`config.mk`:
```
export PLATFORM = sky130hd
export DESIGN_NAME = diff_op_header_decoder
export DESIGN_NICKNAME = d
export VERILOG_FILES = /design/src/rtl/core/dohd_pkg.sv /design/src/rtl/core/dohd_parser.sv /design/src/rtl/core/dohd_out_buf.sv /design/src/rtl/core/diff_op_header_decoder.sv
export SDC_FILE = /design/constraint.sdc
export NUM_CORES = 1
export LEC_CHECK = 0
export BUFFER_PORTS_ARGS = -buffer_cell sky130_fd_sc_hd__buf_4
export CELL_PAD_IN_SITES_DETAIL_PLACEMENT = 1
export CELL_PAD_IN_SITES_GLOBAL_PLACEMENT = 1
export CORE_ASPECT_RATIO = 1.25
export CORE_MARGIN = 1.5
export CORE_UTILIZATION = 30
export DETAILED_ROUTE_END_ITERATION = 6
export PLACE_DENSITY_LB_ADDON = 0.1
export SLEW_MARGIN = 20
export SYNTH_ARGS = -nofsm -noshare
export SYNTH_HDL_FRONTEND = slang
export SYNTH_SLANG_ARGS = --single-unit
export TNS_END_PERCENT = 100
```
`constraint.sdc`:
```
create_clock -name clk_i -period 19.15 [get_ports clk_i]
set_input_delay 0.9575 -clock clk_i [delete_from_list [all_inputs] [get_ports clk_i]]
set_output_delay 0.9575 -clock clk_i [all_outputs]
set_load 0.05 [all_outputs]
```
`src/rtl/core/dohd_pkg.sv`:
```
// ----------------------------------------------------------------------------
// Diff operation header decoder package
// Widths, phase codes and the types passed between the decoder modules.
// ----------------------------------------------------------------------------
`default_nettype none

package dohd_pkg;

  localparam int unsigned ByteW = 8;
  localparam int unsigned OpW   = 2;
  localparam int unsigned LenW  = 36;
  localparam int unsigned PosW  = 40;
  localparam int unsigned MaskW = 4;
  localparam int unsigned LeftW = 3;

  localparam logic [MaskW-1:0] MaskRst = 4'h3;

  localparam logic [1:0] PhaseHdr = 2'd0;
  localparam logic [1:0] PhaseLen = 2'd1;
  localparam logic [1:0] PhasePos = 2'd2;

  typedef struct packed {
    logic [OpW-1:0]  op_code;
    logic [LenW-1:0] length;
    logic [PosW-1:0] position;
    logic            has_position;
  } dohd_result_t;

  typedef struct packed {
    logic         valid;
    dohd_result_t result;
  } dohd_push_t;

endpackage

`default_nettype wire

```
`src/rtl/core/dohd_parser.sv`:
```
// ----------------------------------------------------------------------------
// Diff operation header parser
// Walks header bytes through the first, length and position phases and
// produces one decoded result when a header completes.
// ----------------------------------------------------------------------------
`default_nettype none

module dohd_parser import dohd_pkg::*; (
  input  wire logic             clk_i,
  input  wire logic             rst_ni,
  input  wire logic             cfg_we_i,
  input  wire logic [MaskW-1:0] cfg_wdata_i,
  input  wire logic             accept_i,
  input  wire logic [ByteW-1:0] byte_i,
  output dohd_push_t            push_o
);

  logic [1:0]       phase_q, phase_d;
  logic [LeftW-1:0] left_q, left_d;
  logic [1:0]       size_q, size_d;
  logic [OpW-1:0]   op_q, op_d;
  logic [LenW-1:0]  len_q, len_d;
  logic [PosW-1:0]  pos_q, pos_d;
  logic [MaskW-1:0] mask_q;
  logic             last;

  assign last = (left_q <= LeftW'(1));

  always_comb begin
    phase_d = phase_q;
    left_d  = left_q;
    size_d  = size_q;
    op_d    = op_q;
    len_d   = len_q;
    pos_d   = pos_q;
    push_o  = '0;
    case (phase_q)
      PhaseLen: begin
        len_d  = {len_q[LenW-ByteW-1:0], byte_i};
        left_d = last ? '0 : left_q - LeftW'(1);
        if (last) begin
          if (mask_q[op_q]) begin
            phase_d = PhasePos;
            left_d  = {1'b0, size_q} + LeftW'(2);
            pos_d   = '0;
          end else begin
            phase_d                     = PhaseHdr;
            push_o.valid                = 1'b1;
            push_o.result.op_code       = op_q;
            push_o.result.length        = len_d;
            push_o.result.position      = '0;
            push_o.result.has_position  = 1'b0;
          end
        end
      end
      PhasePos: begin
        pos_d  = {pos_q[PosW-ByteW-1:0], byte_i};
        left_d = last ? '0 : left_q - LeftW'(1);
        if (last) begin
          phase_d                     = PhaseHdr;
          push_o.valid                = 1'b1;
          push_o.result.op_code       = op_q;
          push_o.result.length        = len_q;
          push_o.result.position      = pos_d;
          push_o.result.has_position  = 1'b1;
        end
      end
      default: begin
        size_d  = byte_i[7:6];
        op_d    = byte_i[5:4];
        len_d   = {{(LenW-4){1'b0}}, byte_i[3:0]};
        pos_d   = '0;
        left_d  = {1'b0, byte_i[7:6]} + LeftW'(1);
        phase_d = PhaseLen;
      end
    endcase
    if (!accept_i) begin
      push_o.valid = 1'b0;
    end
  end

  always_ff @(posedge clk_i or negedge rst_ni) begin
    if (!rst_ni) begin
      phase_q <= PhaseHdr;
      left_q  <= '0;
      size_q  <= '0;
      op_q    <= '0;
      len_q   <= '0;
      pos_q   <= '0;
      mask_q  <= MaskRst;
    end else begin
      if (cfg_we_i) begin
        mask_q <= cfg_wdata_i;
      end
      if (accept_i) begin
        phase_q <= phase_d;
        left_q  <= left_d;
        size_q  <= size_d;
        op_q    <= op_d;
        len_q   <= len_d;
        pos_q   <= pos_d;
      end
    end
  end

endmodule

`default_nettype wire

```
`src/rtl/core/dohd_out_buf.sv`:
```
// ----------------------------------------------------------------------------
// Diff operation header result buffer
// Two-entry output register that holds decoded results until taken.
// ----------------------------------------------------------------------------
`default_nettype none

module dohd_out_buf import dohd_pkg::*; (
  input  wire logic   clk_i,
  input  wire logic   rst_ni,
  input  dohd_push_t  push_i,
  output logic        ready_o,
  output logic        valid_o,
  input  wire logic   ready_i,
  output dohd_result_t result_o
);

  dohd_result_t slot0_q, slot1_q;
  logic [1:0]   cnt_q, cnt_d;
  logic         pop;

  assign valid_o  = (cnt_q != 2'd0);
  assign ready_o  = (cnt_q != 2'd2);
  assign result_o = slot0_q;
  assign pop      = valid_o & ready_i;
  assign cnt_d    = cnt_q + {1'b0, push_i.valid} - {1'b0, pop};

  always_ff @(posedge clk_i or negedge rst_ni) begin
    if (!rst_ni) begin
      cnt_q <= '0;
    end else begin
      cnt_q <= cnt_d;
    end
  end

  always_ff @(posedge clk_i) begin
    case ({pop, push_i.valid})
      2'b11: begin
        if (cnt_q == 2'd1) begin
          slot0_q <= push_i.result;
        end else begin
          slot0_q <= slot1_q;
          slot1_q <= push_i.result;
        end
      end
      2'b10: begin
        slot0_q <= slot1_q;
      end
      2'b01: begin
        if (cnt_q == 2'd0) begin
          slot0_q <= push_i.result;
        end else begin
          slot1_q <= push_i.result;
        end
      end
      default: begin
        slot0_q <= slot0_q;
      end
    endcase
  end

endmodule

`default_nettype wire

```
`src/rtl/core/diff_op_header_decoder.sv`:
```
// ----------------------------------------------------------------------------
// Diff operation header decoder
// Decodes a byte stream of variable-length diff operation headers into
// operation, length and position results.
// ----------------------------------------------------------------------------
// One header byte is taken per cycle while in_ready_o is high. A header is
// a first byte (size code in bits 7:6, operation in bits 5:4, top length
// bits in 3:0), then size+1 big-endian length bytes, then size+2 position
// bytes when the operation's bit is set in the position mask (sampled on
// the last length byte). Each result leaves through a registered
// two-entry output buffer; in_ready_o drops only while two results wait.
`default_nettype none

module diff_op_header_decoder import dohd_pkg::*; (
  input  wire logic             clk_i,
  input  wire logic             rst_ni,
  input  wire logic             cfg_we_i,
  input  wire logic [MaskW-1:0] cfg_wdata_i,
  input  wire logic             in_valid_i,
  output logic                  in_ready_o,
  input  wire logic [ByteW-1:0] in_byte_i,
  output logic                  out_valid_o,
  input  wire logic             out_ready_i,
  output logic [OpW-1:0]        op_code_o,
  output logic [LenW-1:0]       length_o,
  output logic [PosW-1:0]       position_o,
  output logic                  has_position_o
);

  dohd_push_t   push;
  dohd_result_t result;
  logic         accept;

  assign accept = in_valid_i & in_ready_o;

  dohd_parser u_parser (
    .clk_i       (clk_i),
    .rst_ni      (rst_ni),
    .cfg_we_i    (cfg_we_i),
    .cfg_wdata_i (cfg_wdata_i),
    .accept_i    (accept),
    .byte_i      (in_byte_i),
    .push_o      (push)
  );

  dohd_out_buf u_out_buf (
    .clk_i    (clk_i),
    .rst_ni   (rst_ni),
    .push_i   (push),
    .ready_o  (in_ready_o),
    .valid_o  (out_valid_o),
    .ready_i  (out_ready_i),
    .result_o (result)
  );

  assign op_code_o      = result.op_code;
  assign length_o       = result.length;
  assign position_o     = result.position;
  assign has_position_o = result.has_position;

endmodule

`default_nettype wire

```
# After elaboration in Yosys (flattened, before gate mapping)
# Index checks and enable logic that the tools add are counted.
dict set report classes {
  addsub 5
  n_lt_le_gt_ge 2
  eq_ne 13
  mux 25
  bitwise 4
  n_reduce_logical 11
}
# operator n
set ops {}
lappend ops {{two-way mux 79 bit} 4}
lappend ops {{two-way mux 80 bit} 3}
lappend ops {{one-hot mux 79 bit (3 select lines)} 1}
lappend ops {{one-hot mux 80 bit (2 select lines)} 1}
lappend ops {{one-hot mux 79 bit (2 select lines)} 1}
lappend ops {{one-hot mux 36 bit (2 select lines)} 1}
lappend ops {{two-way mux 32 bit} 2}
lappend ops {{one-hot mux 32 bit (2 select lines)} 1}
lappend ops {{two-way mux 3 bit} 3}
lappend ops {{AND reduction 3 bit} 3}
lappend ops {{inequality test 2 x 1 -> 1 bit, second input constant} 4}
lappend ops {{== test 2 x 1 -> 1 bit, second input constant} 3}
lappend ops {{== test 2 bit, second input constant} 3}
lappend ops {{two-way mux 2 bit} 3}
lappend ops {{inequality test 2 bit, second input constant} 3}
lappend ops {{one-hot mux 3 bit (2 select lines)} 1}
lappend ops {{AND reduction 2 bit} 3}
lappend ops {{one-hot mux 2 bit (2 select lines)} 1}
lappend ops {{nonzero test 2 bit} 2}
lappend ops {{adder 2 x 1 -> 3 bit, second input constant} 1}
lappend ops {{adder 2 x 2 -> 3 bit, second input constant} 1}
lappend ops {{<= comparator 3 x 1 -> 1 bit, second input constant} 1}
lappend ops {{less-than comparator 2 x 3 -> 1 bit, second input constant} 1}
lappend ops {{nonzero test 3 bit} 1}
lappend ops {{other kinds (9)} 12}
dict set report totals {
  regBits 241
  out_inout_bits 81
  word_cells 76
}

# Depth between registers and ports, before layout
# Gate-level depths: netlist (run 1).
dict set report depth {
  depth_word 9
  ltp_mapped 16
}

# Hierarchy
# A second synthesis (run 1) with hierarchy kept.
dict set report hier_totals {
  cells_unflattened 711
  hier_area_um2 9969.6
}
# mod instances cells_per_inst area_per_inst_um2 seq_area_each_um2
set modules_own_cells {}
lappend modules_own_cells {dohd_out_buf 1 260 5846.9 4794.6}
lappend modules_own_cells {dohd_parser 1 450 4116.4 2029.4}
lappend modules_own_cells {diff_op_header_decoder 1 1 6.3 0.0}

# Least setup slack after synthesis (run 1)
# No wires, ideal clock.
dict set report synth_timing {
  path_type {register to register}
  from {reg u_parser.phase_q[0]}
  to {reg u_out_buf.slot1_q[0] (netlist bit), enable pin}
  t_arrival_ps 7927
  slack_ps 10580
  stages_incl_launch_ff 10
  path_buffers 2
  period_less_slack_ps 8570
  path_cell_list {dfrtp_1 ha_1 clkbuf_1 and2_0 a22o_1 buf_2 o211ai_1 inv_1 ha_1 a221oi_1}
}
dict set report synth_between {
  elab_chain_len 6
}
# element line_no
set synth_rtl {}
lappend synth_rtl {{start, declared} dohd_parser.sv:18} ;# logic [1:0] phase_q, phase_d;
lappend synth_rtl {{start signal, assigned} dohd_parser.sv:84} ;# phase_q <= PhaseHdr;
lappend synth_rtl {{start signal, assigned} dohd_parser.sv:96} ;# phase_q <= phase_d;
lappend synth_rtl {{== test 2 bit / == test 2 x 1 -> 1 bit (equally long branches)} dohd_parser.sv:37} ;# case (phase_q)
lappend synth_rtl {{one-hot mux 80 bit (2 select lines) *} dohd_parser.sv:37}
lappend synth_rtl {{two-way mux 1 bit *} dohd_parser.sv:77} ;# if (!accept_i) begin
lappend synth_rtl {{== test 2 x 1 -> 1 bit / == test 2 bit (equally long branches)} dohd_out_buf.sv:36} ;# case ({pop, push_i.valid})
lappend synth_rtl {{inequality test 2 bit (no line) / nonzero test 2 bit (equally long branches)} n/a}
lappend synth_rtl {{AND reduction 3 bit (no line) *} n/a}
lappend synth_rtl {{end signal, assigned} dohd_out_buf.sv:42} ;# slot1_q <= push_i.result;
lappend synth_rtl {{end signal, assigned} dohd_out_buf.sv:52} ;# slot1_q <= push_i.result;
lappend synth_rtl {{end, declared} dohd_out_buf.sv:17} ;# dohd_result_t slot0_q, slot1_q;
# Every way passes the cells marked *; elsewhere a longest branch is shown, timed or not.
# A chain may end at the register's enable or synchronous reset.

# Final worst setup path (run 1)
dict set report layout_timing {
  from {reg u_parser.phase_q[1]}
  to {reg u_out_buf.slot0_q, in the netlist u_out_buf.result_o[64], data pin}
}
dict set report layout_between {
  elab_chain_len 5
}
# element line_no
set layout_rtl {}
lappend layout_rtl {{== test 2 bit / == test 2 x 1 -> 1 bit (equally long branches)} dohd_parser.sv:37}
lappend layout_rtl {{one-hot mux 80 bit (2 select lines) *} dohd_parser.sv:37}
lappend layout_rtl {{two-way mux 1 bit} dohd_parser.sv:77}
lappend layout_rtl {{== test 2 x 1 -> 1 bit / == test 2 bit (equally long branches)} dohd_out_buf.sv:36}
lappend layout_rtl {{one-hot mux 79 bit (3 select lines) *} dohd_out_buf.sv:36}
lappend layout_rtl {{end signal, assigned} dohd_out_buf.sv:39} ;# slot0_q <= push_i.result;
lappend layout_rtl {{end signal, assigned} dohd_out_buf.sv:41} ;# slot0_q <= slot1_q;
lappend layout_rtl {{end signal, assigned} dohd_out_buf.sv:46} ;# slot0_q <= slot1_q;
lappend layout_rtl {{end, declared} dohd_out_buf.sv:17}
# Every way passes the cells marked *; elsewhere a longest branch is shown, timed or not. The select of a mux whose other input is x is not followed.

==> metrics.log, run 1 <==
[metrics] FMAX: 0.184 GHz
[metrics] Total Wirelength: 36100 um
[metrics] primary flip-flop cell chosen by synthesis mapping: edfxtp_1
[metrics] critical path cell sequence: inv_1 -> ha_2 -> and2_0 -> a22o_2 -> o211ai_1 -> inv_1 -> ha_4 -> buf_4 -> inv_1 -> nor2_2 -> nor2_2 -> a221o_1
[metrics] Core Footprint: 37500 sq um
[metrics] worst-path cell with the longest stage delay: ha_4
[metrics] Netlist Area Pre-Place: 11500 sq um
[metrics] share of synthesized flip-flops with an asynchronous set or reset: 0.344
[metrics] outcome: finished, final reports clean
[metrics] Initial DRC Count: 609
[metrics] top cell family by delay on the critical path: compound AO/OA/AOI/OAI gates
[metrics] post-detailed-route DRC marker count: 0
[metrics] transition time at the pin with the least slew margin: 1130 ps
[metrics] number of synthesized register bits: 241
[metrics] first-pass iteration count of the detailed router: 4
[metrics] Inserted Clock Buffers: 28
[metrics] share of the clock period used by the worst path after layout: 0.284
[metrics] crit path capture type: flop
[metrics] most used cell along the critical path: inv_1
[metrics] critical path peak fanout: 63
[metrics] Clock Skew: 12.9 ps
[metrics] count of final hold-check violations: 0
[metrics] count of pins on the block boundary: 98
[metrics] port buffer count: 97
[metrics] antenna violations before repair: 0
[metrics] number of nets in the synthesized netlist: 1050
[metrics] utilization after layout: 0.359
[metrics] share of layout cells above drive strength 1: 0.178
[metrics] later-pin clock latency in the skew report: 560 ps
[metrics] Die Area: 39400 sq um
[metrics] antenna cells: 0
[metrics] worst-case headroom to the max-slew limit: 0.249
[metrics] portion of the post-synthesis area used by sequential elements: 0.595
[metrics] number of gates given a new drive strength after cts: 0
[metrics] worst path buffer plus inverter count: 4
[metrics] Post-synth EDFFs: 158
[metrics] htree depth: 1
[metrics] count of maximum capacitance violations: 0
[metrics] Synth-to-Final Area Change: 17.4%
[metrics] Final #Nets: 1092
[metrics] final period demand of the worst path: 5450 ps
[metrics] unique cell type count in the Yosys netlist: 56
[metrics] Final Setup Violations: 0
[metrics] via count: 8698
[metrics] via count of the first global-routing pass: 9114
[metrics] Slew Viols, Final: 0
[metrics] Critical Path RT: 19450 ps
[metrics] Total Power Consumption: 2510 uW
[metrics] number of nets with antenna violations after detailed routing: 0
[metrics] crit start category: flop
[metrics] clock root cell: clkbuf_16
[metrics] GR Overflow Total: 0
[metrics] CP Data Arrival Time: 5740 ps
[metrics] placed wire-length estimate: 20400 um
[metrics] final sum of negative setup slack: 0 ps
[metrics] routability-driven placement congestion ratio: 0.747
[metrics] maximum single-stage delay on the critical path: 750 ps
[metrics] number of buffers inserted for hold repair after clock tree synthesis: 0
[metrics] CTS max path bufs: 3
[metrics] Routed WL per cell: 23.0 um
[metrics] largest net degree at the start of global routing: 93
[metrics] Die Wd: 178 um
[metrics] type of the worst min-delay path: input pin to async pin
[metrics] register clock-pin slew on the reported worst setup and hold paths: 60 ps
[metrics] Setup Fix Bufs, Post-CTS: 0
[metrics] RSZ-0062 raised after global routing: no
[metrics] overall die height: 222 um
[metrics] power density over the cells: 186 nW/um^2
[metrics] clock tree from TritonCTS: built
[metrics] global-route wire length before repair: 56500 um
[metrics] GRT Total Usage: 0.186
[metrics] Std-Cell Rows: 79
[metrics] total clock sinks: 241
[metrics] worst ir drop on vdd: 0.0976 mV
[metrics] Gate Count Post-Synth: 1023
[metrics] Synth Warn #: 0
[metrics] average cell area after synthesis: 11.2 sq um
[metrics] type of the worst setup path: flop to flop
[metrics] routed vias/inst: 5.53
[metrics] leakage dissipation: 0.00507 uW
[metrics] initial core utilization: 0.306
[final timing paths]
| path | startpoint | end | slack [ps] | cells past startpoint |
|---|---|---|---|---|
| max reg2reg | u_parser.phase_q[1] | u_out_buf.result_o[64] | 13700 | 12 |
| min | rst_ni | u_parser.len_q[29] | 310 | 1 |
| max | u_parser.phase_q[1] | u_out_buf.result_o[64] | 13700 | 12 |
| min in group clk_i | u_parser.len_q[31] | u_parser.len_q[31] | 510 | 2 |
| min reg2reg | u_parser.len_q[31] | u_parser.len_q[31] | 510 | 2 |
| max in group asynchronous | rst_ni | u_parser.pos_q[22] | 17590 | 2 |
[sequential cells by signal (all words and copies together), names as in the netlist]
name                count
u_parser.op_q           2
u_parser.size_q         2
u_parser.pos_q         32
u_parser.phase_q        2
u_out_buf.slot1_q      79
u_parser.left_q         3
u_out_buf.result_o     79
u_out_buf.cnt_q         2
u_parser.mask_q         4
u_parser.len_q         36
[through the flow]
stage                     instances  hold slack, ps  cell area [sq um]  worst slack, ps
after floorplan                1023             473              11500            10580
after global placement         1521             496              12600            13860
after detailed placement       1521             498              12600            13710
after CTS                      1573             307              13500            13690
after global routing           1573             321              13500            13240
final                          1573             312              13500            13700
[kinds of logic (layout without fill, tap and decap cells)]
| logic type | after synthesis | after routing | synth area share |
|---|---|---|---|
| AO/OA/AOI/OAI | 344 | 344 | 0.208 |
| AND/OR/NAND/NOR | 288 | 288 | 0.122 |
| flip-flops | 241 | 241 | 0.595 |
| adder cells (fa/ha/maj) | 10 | 10 | 0.0109 |
| multiplexers | 17 | 17 | 0.0173 |
| buffers and inverters | 121 | 185 | 0.0456 |
| XOR/XNOR | 2 | 2 | 0.00153 |
[cell type report]
type / count / area [sq um]
clock buffers: 41 / 801
clock inverters: 11 / 77.6
fillers: 4025 / 24000
inverters: 20 / 75.1
multi-input cells: 661 / 4230
flip-flops and latches: 241 / 6820
well taps: 486 / 608
repair buffers: 113 / 848
[cells in the mapped netlist (all sizes together), types with 2 or more instances]
cell type | number | share of area
o21ai | 100 | 0.044
nor3 | 10 | 0.0044
nand2 | 119 | 0.039
ha | 10 | 0.011
a221oi | 66 | 0.050
nor4 | 10 | 0.0065
xnor2 | 2 | 0.0015
nor2b | 3 | 0.0016
a21oi | 48 | 0.021
a22oi | 69 | 0.045
dfstp | 2 | 0.0046
a2111oi | 2 | 0.0026
clkbuf | 65 | 0.021
and2 | 22 | 0.012
a211oi | 8 | 0.0052
dfrtp | 81 | 0.18
nand4 | 9 | 0.0049
o2111ai | 2 | 0.0015
edfxtp | 158 | 0.41
a22o | 10 | 0.0076
buf | 36 | 0.018
nor3b | 2 | 0.0013
a221o | 22 | 0.019
inv | 20 | 0.0065
mux2i | 3 | 0.0026
nand2b | 5 | 0.0027
and3 | 51 | 0.028
a31oi | 9 | 0.0055
mux2 | 13 | 0.013
nor2 | 52 | 0.018
[placed cells by master, fill, tap and decap left out, types with 9 or more instances in the layout]
cell       Yosys  final
buf_4          5    113
nand4_1        9      9
o21ai_1       23     23
o21ai_0       76     75
clkbuf_1      65      9
nor3_1        10     10
a22o_1        10      9
edfxtp_1     158    158
and2_1        21     21
a221oi_1      66     65
dfrtp_1       81     81
and3_1        50     50
inv_1         19     19
a21oi_1       48     48
clkbuf_16      0     29
mux2_2        13     13
nor2_1        50     48
nand2_1      119    119
a22oi_1       69     69
a221o_1       22     22
[where the power goes]
group | switching (uW) | leakage (uW) | internal, uW | total, uW
Sequential | 115 | 0.00263 | 739 | 854
Clock | 221 | 0.000438 | 302 | 523
Combinational | 822 | 0.00200 | 308 | 1130
Total | 1160 | 0.00507 | 1350 | 2510
[layer usage]
| layer | wire length [um] | up-vias | GRT usage |
|---|---|---|---|
| li1 | - | 3995 | - |
| met1 | 15500 | 4496 | 0.235 |
| met2 | 18800 | 160 | 0.332 |
| met3 | 1170 | 47 | 0.0207 |
| met4 | 719 | 0 | 0.0480 |
| met5 | 0 | - | 0 |
(Power assumes the default switching activity.)
==> run 2: changes to the inputs <==
Clock period 19.15 ns to 4.82 ns, I/O delays scaled along.
==> run 2 against run 1 <==
  * Combinational power increased to 4.0 times the previous value
  * Sequential power rose to 4.0 times the previous value
  * Power rose to 4.0 times the previous value
  * Wire length increased by 2.1%
  * Critical endpoint is now u_out_buf.result_o[70]
==> metrics.log, run 2 (synthesis results as in run 1) <==
[metrics] leakage dissipation: 0.00518 uW
[metrics] Final #Nets: 1112
[metrics] outcome: finished, final reports clean
[metrics] GR Overflow Total: 0
[metrics] CTS max path bufs: 3
[metrics] first-pass iteration count of the detailed router: 5
[metrics] Inserted Clock Buffers: 28
[metrics] commonest non-fill, non-tap cells in the layout: 158 x edfxtp_1, 119 x nand2_1, 115 x buf_4
[metrics] clock tree from TritonCTS: built
[metrics] RSZ-0062 raised after global routing: no
[metrics] via count of the first global-routing pass: 9323
[metrics] most frequent standard cell in the layout excluding fill and tap cells: edfxtp_1
[metrics] worst-case headroom to the max-slew limit: 0.334
[metrics] standard cell area after detailed placement: 12600 sq um
[metrics] Clock Skew: 11.7 ps
[metrics] power density over the cells: 734 nW/um^2
[metrics] Final Setup Violations: 0
[metrics] Critical Path RT: 5160 ps
[metrics] initial core utilization: 0.306
[metrics] clock root cell: clkbuf_16
[metrics] multi-input gate area in the final layout: 4230 sq um
[metrics] register clock-pin slew on the reported worst setup and hold paths: 60 ps
[metrics] count of pins on the block boundary: 98
[metrics] GRT Total Usage: 0.190
[metrics] overall die height: 222 um
[metrics] largest net degree at the start of global routing: 72
[metrics] type of the worst min-delay path: input pin to flop
[metrics] Initial DRC Count: 597
[metrics] post-detailed-route DRC marker count: 0
[metrics] number of gates given a new drive strength after cts: 0
[metrics] Die Wd: 178 um
[metrics] worst ir drop on vdd: 0.356 mV
[metrics] Total Wirelength: 36900 um
[metrics] count of final hold-check violations: 0
[metrics] final period demand of the worst path: 3880 ps
[metrics] placed wire-length estimate: 20900 um
[metrics] Core Footprint: 37500 sq um
[metrics] Register Area: 6820 sq um
[metrics] Setup Fix Bufs, Post-CTS: 0
[metrics] later-pin clock latency in the skew report: 550 ps
[metrics] Std-Cell Rows: 79
[metrics] Synth-to-Final Area Change: 19.5%
[metrics] number of buffers inserted for hold repair after clock tree synthesis: 16
[metrics] transition time at the pin with the least slew margin: 999 ps
[metrics] share of the clock period used by the worst path after layout: 0.805
[metrics] antenna violations before repair: 0
[metrics] crit path capture type: flop
[metrics] type of the worst setup path: flop to flop
[metrics] Slew Viols, Final: 0
[metrics] count of maximum capacitance violations: 0
[metrics] crit start category: flop
[metrics] routability-driven placement congestion ratio: 0.772
[metrics] htree depth: 1
[metrics] startpoint of the most critical hold path: in_byte_i[7]
[metrics] total clock sinks: 241
[metrics] routed vias/inst: 5.56
[metrics] share of layout cells above drive strength 1: 0.176
[metrics] number of nets with antenna violations after detailed routing: 0
[metrics] final sum of negative setup slack: 0 ps
[metrics] FMAX: 0.258 GHz
[metrics] Die Area: 39400 sq um
[metrics] critical path peak fanout: 60
[metrics] design area: 13700 sq um
[metrics] Total Power Consumption: 10100 uW
[metrics] port buffer count: 97
[metrics] global-route wire length before repair: 57600 um
[metrics] Critical R2R Launch: u_parser.phase_q[1]
[metrics] Routed WL per cell: 23.1 um
[metrics] antenna cells: 0
[metrics] via count: 8854
[metrics] number of fill cells in the layout: 4033
[metrics] utilization after layout: 0.366
[metrics] CP Data Arrival Time: 4220 ps
[metrics] Worst setup startpoint: u_parser.phase_q[1]
run 2: changes by cell type in the layout (fill, tap and decap cells not counted), sizes merged:
cell         previous run  this run
clkbuf                 41        42
inv                    20        21
clkinv                 10         8
dlygate4sd3             0        16
buf                   113       117
run 2: worst paths after layout:
path,slack (ps),endpoint,depth (start not counted)
hold reg to reg,520,u_parser.size_q[0],1
setup reg to reg,940,u_out_buf.result_o[70],10
min in group asynchronous,220,u_parser.len_q[33],2
hold / removal,40,u_parser.pos_q[7],3
setup / recovery,940,u_out_buf.result_o[70],10
max in group asynchronous,3430,u_parser.pos_q[12],3
run 2: critical path, stage by stage (launching register included):
cell and delay (ps):
dfrtp_1 430, ha_4 340, or2_1 610, nor2_4 30
o211ai_1 340, inv_1 200, ha_4 440, buf_4 560
a22o_1 280, a221oi_1 60, nor4_1 360
run 2: per-stage QoR:
stage | cells | setup WS [ps] | hold WS, ps
after floorplan | 1023 | 97.1 | -54.6
after CTS | 1593 | 899 | 11.1
final | 1593 | 941 | 39.4
after detailed placement | 1525 | 935 | 286
after global placement | 1525 | 1010 | 279
after global routing | 1593 | 676 | 33.6
run 2: per-layer routing:
layer / wire length (um) / share of wire / vias up / GRT usage
met5: 0 / 0 / - / 0
met4: 1200 / 0.032 / 0 / 0.0675
met3: 1160 / 0.032 / 56 / 0.0218
met2: 18700 / 0.51 / 179 / 0.328
met1: 15800 / 0.43 / 4573 / 0.242
li1: - / - / 4046 / -
run 2: cell type report:
type | instances | share of cell area
clock buffers | 42 | 0.0602
well taps | 486 | 0.0444
inverters | 20 | 0.00548
repair buffers | 133 | 0.0776
multi-input cells | 661 | 0.309
clock inverters | 10 | 0.00548
flip-flops and latches | 241 | 0.498
run 2: where the power goes:
group	internal, uW	leakage, uW	total, uW	switching, uW
Sequential	2930	0.00263	3400	466
Clock	1230	0.000446	2110	884
Combinational	1250	0.00210	4540	3280
